==> config.mk <==
export PLATFORM = sky130hd
export DESIGN_NAME = snc_front
export DESIGN_NICKNAME = d
export VERILOG_FILES = /design/src/hw/rtl/snc_pkg.sv /design/src/hw/rtl/snc_front.sv
export SDC_FILE = /design/constraint.sdc
export NUM_CORES = 1
export LEC_CHECK = 0
export BUFFER_PORTS_ARGS = -buffer_cell sky130_fd_sc_hd__buf_2
export CELL_PAD_IN_SITES_DETAIL_PLACEMENT = 0
export CELL_PAD_IN_SITES_GLOBAL_PLACEMENT = 1
export CORE_MARGIN = 2
export CORE_UTILIZATION = 39
export CTS_CLUSTER_SIZE = 16
export DETAILED_ROUTE_END_ITERATION = 16
export HOLD_SLACK_MARGIN = 0.06
export PLACE_DENSITY = 0.88
export SLEW_MARGIN = 20
export SYNTH_ARGS = -nofsm -noshare
export SYNTH_HDL_FRONTEND = slang
export SYNTH_SLANG_ARGS = --single-unit
==> constraint.sdc <==
create_clock -name i_clk -period 3.9 [get_ports i_clk]
set_input_delay 0.39 -clock i_clk [delete_from_list [all_inputs] [get_ports i_clk]]
set_output_delay 0.39 -clock i_clk [all_outputs]
set_load 0.05 [all_outputs]
==> src/hw/rtl/snc_pkg.sv <==
// Shared types and constants for the spiking neuron core.
package snc_pkg;

    localparam int IDX_W     = 8;
    localparam int DATA_W    = 32;
    localparam int DECAY_W   = 11;
    localparam int CFG_W     = 16;
    localparam int FRAC_BITS = 10;
    localparam int FACTOR_W  = 12;
    localparam int PROD_W    = DATA_W + FACTOR_W;

    localparam logic signed [FACTOR_W-1:0] GAIN_MIN  = 12'sd64;
    localparam logic signed [FACTOR_W-1:0] GAIN_MAX  = 12'sd1024;
    localparam logic [FACTOR_W-1:0]        UNITY     = 12'd1024;
    localparam logic signed [DATA_W-1:0]   THR_FLOOR = 32'sd1024;

    typedef enum logic [1:0] {
        KIND_SYNAPSE = 2'd0,
        KIND_UPDATE  = 2'd1,
        KIND_LOAD    = 2'd2
    } t_kind;

    typedef enum logic [1:0] {
        COMP_PROXIMAL = 2'd0,
        COMP_DISTAL   = 2'd1
    } t_comp;

    typedef enum logic [0:0] {
        CFG_THR_RAISE = 1'b0,
        CFG_THR_LOWER = 1'b1
    } t_cfg_reg;

    typedef enum logic [1:0] {
        OP_SYN_PROX,
        OP_SYN_DIST,
        OP_UPDATE,
        OP_LOAD
    } t_op;

    typedef struct packed {
        logic [1:0]                kind;
        logic [IDX_W-1:0]          source_index;
        logic [IDX_W-1:0]          neuron_index;
        logic signed [DATA_W-1:0]  weight;
        logic [1:0]                compartment;
        logic signed [DATA_W-1:0]  load_threshold;
        logic [DECAY_W-1:0]        load_decay;
    } t_in_item;

    typedef struct packed {
        logic [IDX_W-1:0]          out_index;
        logic                      fired;
        logic signed [DATA_W-1:0]  potential_out;
        logic signed [DATA_W-1:0]  threshold_out;
    } t_out_item;

    typedef struct packed {
        t_op                op;
        logic [IDX_W-1:0]   src;
        logic [IDX_W-1:0]   idx;
        logic [DATA_W-1:0]  data;
        logic [DECAY_W-1:0] decay;
    } t_cmd;

    typedef struct packed {
        logic [CFG_W-1:0] thr_raise;
        logic [CFG_W-1:0] thr_lower;
    } t_cfg;

endpackage

==> src/hw/rtl/snc_front.sv <==
// Input stage: accepts beats, drops ignored items and queues neuron commands.
module snc_front
    import snc_pkg::*;
#(
    parameter int NEURONS = 256
) (
    input  logic     i_clk,
    input  logic     i_rst_n,
    input  t_in_item i_in_data,
    input  logic     i_in_valid,
    output logic     o_in_stall,
    output t_cmd     o_cmd,
    output logic     o_cmd_valid,
    input  logic     i_cmd_ready
);

    t_cmd        r_q [2];
    logic        r_wr_ptr;
    logic        r_rd_ptr;
    logic [1:0]  r_count;
    logic [1:0]  n_count;

    t_cmd        cls;
    logic        idx_ok;
    logic        src_ok;
    logic        keep;
    logic        accept;
    logic        push;
    logic        pop;

    always_comb begin
        idx_ok    = (32'(i_in_data.neuron_index) < NEURONS);
        src_ok    = (32'(i_in_data.source_index) < NEURONS);
        cls.op    = OP_LOAD;
        cls.src   = i_in_data.source_index;
        cls.idx   = i_in_data.neuron_index;
        cls.data  = i_in_data.weight;
        cls.decay = i_in_data.load_decay;
        keep      = 1'b0;
        case (i_in_data.kind)
            KIND_SYNAPSE: begin
                keep   = idx_ok && src_ok &&
                         (i_in_data.compartment == COMP_PROXIMAL ||
                          i_in_data.compartment == COMP_DISTAL);
                cls.op = (i_in_data.compartment == COMP_DISTAL) ? OP_SYN_DIST : OP_SYN_PROX;
            end
            KIND_UPDATE: begin
                keep   = idx_ok;
                cls.op = OP_UPDATE;
            end
            KIND_LOAD: begin
                keep     = idx_ok;
                cls.op   = OP_LOAD;
                cls.data = i_in_data.load_threshold;
            end
            default: begin
                keep = 1'b0;
            end
        endcase
    end

    assign o_in_stall  = (r_count == 2'd2);
    assign accept      = i_in_valid && !o_in_stall;
    assign push        = accept && keep;
    assign o_cmd_valid = (r_count != 2'd0);
    assign o_cmd       = r_q[r_rd_ptr];
    assign pop         = o_cmd_valid && i_cmd_ready;
    assign n_count     = r_count + {1'b0, push} - {1'b0, pop};

    always_ff @(posedge i_clk) begin
        if (!i_rst_n) begin
            r_wr_ptr <= 1'b0;
            r_rd_ptr <= 1'b0;
            r_count  <= 2'd0;
        end else begin
            if (push) begin
                r_wr_ptr <= r_wr_ptr + 1'b1;
            end
            if (pop) begin
                r_rd_ptr <= r_rd_ptr + 1'b1;
            end
            r_count <= n_count;
        end
    end

    always_ff @(posedge i_clk) begin
        if (push) begin
            r_q[r_wr_ptr] <= cls;
        end
    end

endmodule

### Yosys cells after proc, flatten, opt, wreduce, memory -nomap -nowiden

Memories as Yosys holds them, arrays and structs flattened. A register that Yosys moved wholly into a read port is not among the register bits.
Index checks and enable logic that the tools add are counted.

| storage, ports and cells | value |
|---|---|
| bits in registers | 4 |
| RAM bits | 122 |
| input port bits | 99 |
| output and inout port bits | 63 |
| logic and storage cells | 29 |
| memories | 1 |

| operators by class | value |
|---|---|
| add/subtract/negate cells | 4 |
| equality and inequality tests | 4 |
| mux-type cells | 8 |
| reduce and logical (&&, ||, !) cells | 9 |

Memory list:

| memory | depth | width | rd ports | clocked after Yosys merged registers in | wr ports | RTL line | source |
|---|---|---|---|---|---|---|---|
| r_q | 2 | 61 | 1 | 1 | 1 | snc_front.sv:17 | `t_cmd r_q [2];` |

Operators by type and width:

| kind | number |
|---|---|
| $mux W32 | 1 |
| $mux W1 | 5 |
| $eq A2 B1 Y1 const B | 2 |
| $eq A2 B2 Y1 const B | 2 |
| $logic_not A2 Y1 | 2 |
| $pmux W2 S2 | 1 |
| $logic_and A1 B1 Y1 | 3 |
| $add A1 B1 Y1 const B | 2 |
| $add A2 B1 Y2 | 1 |
| $pmux W1 S2 | 1 |
| $reduce_bool A2 Y1 | 1 |
| $reduce_or A2 Y1 | 1 |
| $sub A2 B1 Y2 | 1 |
| $logic_not A1 Y1 | 1 |
| $logic_or A1 B1 Y1 | 1 |

### Depth between registers and ports, before layout

| depth | value |
|---|---|
| depth in word-level cells | 6 |
| gate-level depth with buffers | 11 |
| gate-level depth less buffers | 11 |

### Least setup slack after synthesis

No wires, ideal clock.

| path | value |
|---|---|
| path kind | input to register |
| from | input port i_in_data[93] (netlist bit) |
| to | memory r_q[0][0] (netlist bit) (enable) |
| library setup time | 0.481 ns |
| arrival | 3.599 ns |
| data required time | 3.419 ns |
| path slack | -0.180 ns |
| cell stages on the path | 6 |
| path buffers | 0 |
| cells stage by stage | inv_1 -> ha_1 -> nor2b_1 -> o2111a_2 -> inv_1 -> nor2_1 |

| on the way | value |
|---|---|
| longest elaborated chain between the ends | 6 |

RTL lines:

| what | RTL line | source |
|---|---|---|
| start, declared | snc_front.sv:9 | `input t_in_item i_in_data,` |
| $eq A2 B2 Y1 or $eq A2 B1 Y1 (tied branches) | snc_front.sv:40 | `case (i_in_data.kind)` |
| $reduce_or A2 Y1 (no line) | n/a |  |
| $pmux W1 S2 * | snc_front.sv:40 |  |
| $logic_and A1 B1 Y1 * | snc_front.sv:64 | `assign push = accept && keep;` |
| $mux W1 * | snc_front.sv:87 | `if (push) begin` |
| $mux W1 (implied by the code) * | snc_front.sv:88 | `r_q[r_wr_ptr] <= cls;` |
| end, declared | snc_front.sv:17 |  |

Every way passes the cells marked *; elsewhere a longest branch is shown, timed or not.

==> summary.md <==
| Metric | Value |
|---|---|
| Hpwl dp | 6.67 mm |
| Hold Path Origin | i_in_data[8] |
| Antenna Nets Post-Route | 0 |
| Clock Path Buffers | 2 |
| Nets | 541 |
| Register-to-Register Path Depth | 4 |
| Initial Util | 40.4% |
| Share of cells above drive strength 1 | 64.7% |
| CTS HTree Levels | 4 |
| Number of setup buffers added after CTS | 0 |
| Max-Cap Viols | 0 |
| Crit path capture type | primary output |
| Power per Cell Area | 665 nW/µm² |
| RePlAce Congestion | 0.710 |
| Port buffer count | 161 |
| Min-delay worst type | primary input to flip-flop |
| Non-filler cells, final | 624 |
| CP Capture Point | o_cmd[56] |
| Worst Path Required | 3.51 ns |
| Drt drc | 0 |
| Worst slew margin | 44.5% |
| Die W | 122 µm |
| Tightest Pin Transition | 0.832 ns |
| Largest stage delay, worst path | 0.64 ns |
| Fin util | 51.9% |
| Setup total negative slack | 0 ns |
| Avg WL per Cell | 15.3 µm |
| IO Count | 162 |
| Leakage | 0.00276 µW |
| Post-CTS Resized | 0 |
| # diodes | 0 |
| Most common cell after layout, fill and taps aside | buf_2 |
| CTS sink cnt | 127 |
| Worst skew pair latency | 0.41 ns |
| Initial antenna violation count | 0 |
| Core Rows | 42 |
| Syn-to-layout area delta | 28.4% |
| Crit start category | flip-flop |
| Worst r2r src | r_count[0] |
| Syn Std Cell Area | 5390 µm² |
| Seq/Total Area, Yosys | 69.8% |
| Core area | 13300 µm² |
| Area of the multi-input gates | 1490 µm² |
| Final hold violation count | 0 |
| Initial DRC Count | 138 |
| VDD IR-drop max | 0.000324 V |
| Slowest CP cell | dfxtp_4 |
| Gr ovfl total | 0 |
| First-pass GRT wire length | 14.2 mm |
| Synth Warn # | 0 |
| Period utilisation layout | 60.6% |
| Seq cells post-synth | 127 |
| # setup viols final | 0 |
| CP Buf/Inv Count | 2 |
| Number of stages on the worst setup path | 3 |
| Worst Path Arrival | 1.97 ns |
| Peak Freq | 0.423 GHz |
| CTS root buf | clkbuf_16 |
| Number of CTS-inserted buffers | 17 |
| Dpl cells | 592 |
| Avg Cell Area, Syn | 20.5 µm² |
| Avg Vias per Cell | 4.54 |
| Critical path cell sequence | buf_16 -> mux2_2 -> buf_2 |
| Status | completed |
| Die area | 14800 µm² |
| Via count | 2836 |
| CP Class | flip-flop to primary output |
| Setup WS pre-CTS | 1.34 ns |
| Slew Limit Fails | 0 |
| Area occupied by registers | 3770 µm² |
| Commonest cells after routing, fill and taps aside | buf_2 (161), edfxtp_1 (122), mux2_4 (60) |
| Hold_buf cts | 0 |
| Worst-path maximum fanout | 39 |
| # fillers | 1119 |
| WHS | 0.170 ns |
| Clock skew | 0.0102 ns |
| Pre-antenna DRT Iters | 4 |
| Unique masters post-synth | 19 |
| Die Height | 122 µm |
| RSZ-0062 raised after global routing | no |
| Syn nets | 368 |
| Largest net degree at the start of global routing | 62 |
| Routed WL | 9.55 mm |
| Top delay family on crit path | flip-flops |
| CTS tree | done |
| Syn Inst Count | 263 |
| PnR worst setup slack | 1.54 ns |
| FF-to-FF End | r_q[1][28] |
| Overall Global Routing Usage | 13.1% |
| Min Clock Period, post-route | 2.36 ns |
| Reg clk slew, reported paths | 0.05 ns |
| Register-to-register setup slack | 1.84 ns |
| Vias in the first global route | 2896 |
==> stage by stage <==
step / area (µm²) / power [µW]
global route: 6920 / 4790
global placement: 6340 / 3170
floorplan: 5390 / 2930
detailed placement: 6340 / 3190
CTS: 6900 / 4660
finish: 6920 / 4610
==> synthesized netlist by cell type <==
cell type,n,area [µm²]
o21a_1,1,7.51
dfxtp_1,5,100
nand2b_1,2,12.5
inv_1,7,26.3
mux2_1,3,33.8
mux2i_1,1,10.0
buf_6,11,124
or2_2,1,6.26
nor2_1,1,3.75
o22ai_1,1,6.26
nor2b_1,3,18.8
nand2_1,2,7.51
ha_1,6,75.1
xnor2_1,3,26.3
and2_1,3,18.8
mux2_2,30,338
o2111a_2,1,12.5
mux2_4,60,901
edfxtp_1,122,3660
==> cell type report <==
cell class | count | share of cell area [%]
sequential | 127 | 54.4
multi-input combinational | 118 | 21.5
timing repair buffer | 165 | 12.5
clock buffer | 18 | 6.20
tap | 176 | 3.18
clock inverter | 13 | 1.79
inverter | 7 | 0.379
==> state kept, by name (all words and copies together), names as in the netlist, named ones only <==
register  count
r_count       2
r_wr_ptr      1
r_q         122
r_rd_ptr      1
==> worst min-delay path by stage <==
stage,end,slack [ns],cells past startpoint
after floorplan,r_wr_ptr,0.46,2
after global placement,r_wr_ptr,0.50,2
after detailed placement,r_wr_ptr,0.51,2
after CTS,r_q[0][56],0.15,1
after global routing,r_q[0][56],0.15,1
final,r_q[1][8],0.17,1
==> where the power goes <==
| group | internal (µW) | switching [µW] | total [µW] |
|---|---|---|---|
| Sequential | 1630 | 78.2 | 1710 |
| Combinational | 518 | 928 | 1450 |
| Clock | 923 | 530 | 1450 |
| Total | 3070 | 1540 | 4610 |
==> cells by family after synthesis <==
family                     share of synthesized area (%)
and+or+nand+nor                                     1.25
buffers and inverters                               2.78
adders and majority gates                           1.39
xor gates and xnor gates                           0.487
DFF                                                 69.8
muxes                                               23.8
AOI/OAI and AO/OA                                  0.487
==> per-layer routing <==
layer  part of all wire (%)  vias to the layer above  global-route usage, %
li1                       -                     1363                      -
met4                    2.0                        0                   6.54
met2                     51                      105                   22.5
met1                     40                     1352                   14.3
met3                    6.6                       16                   4.78
met5                      0                        -                      0
Power figures use the tool's default switching activity.
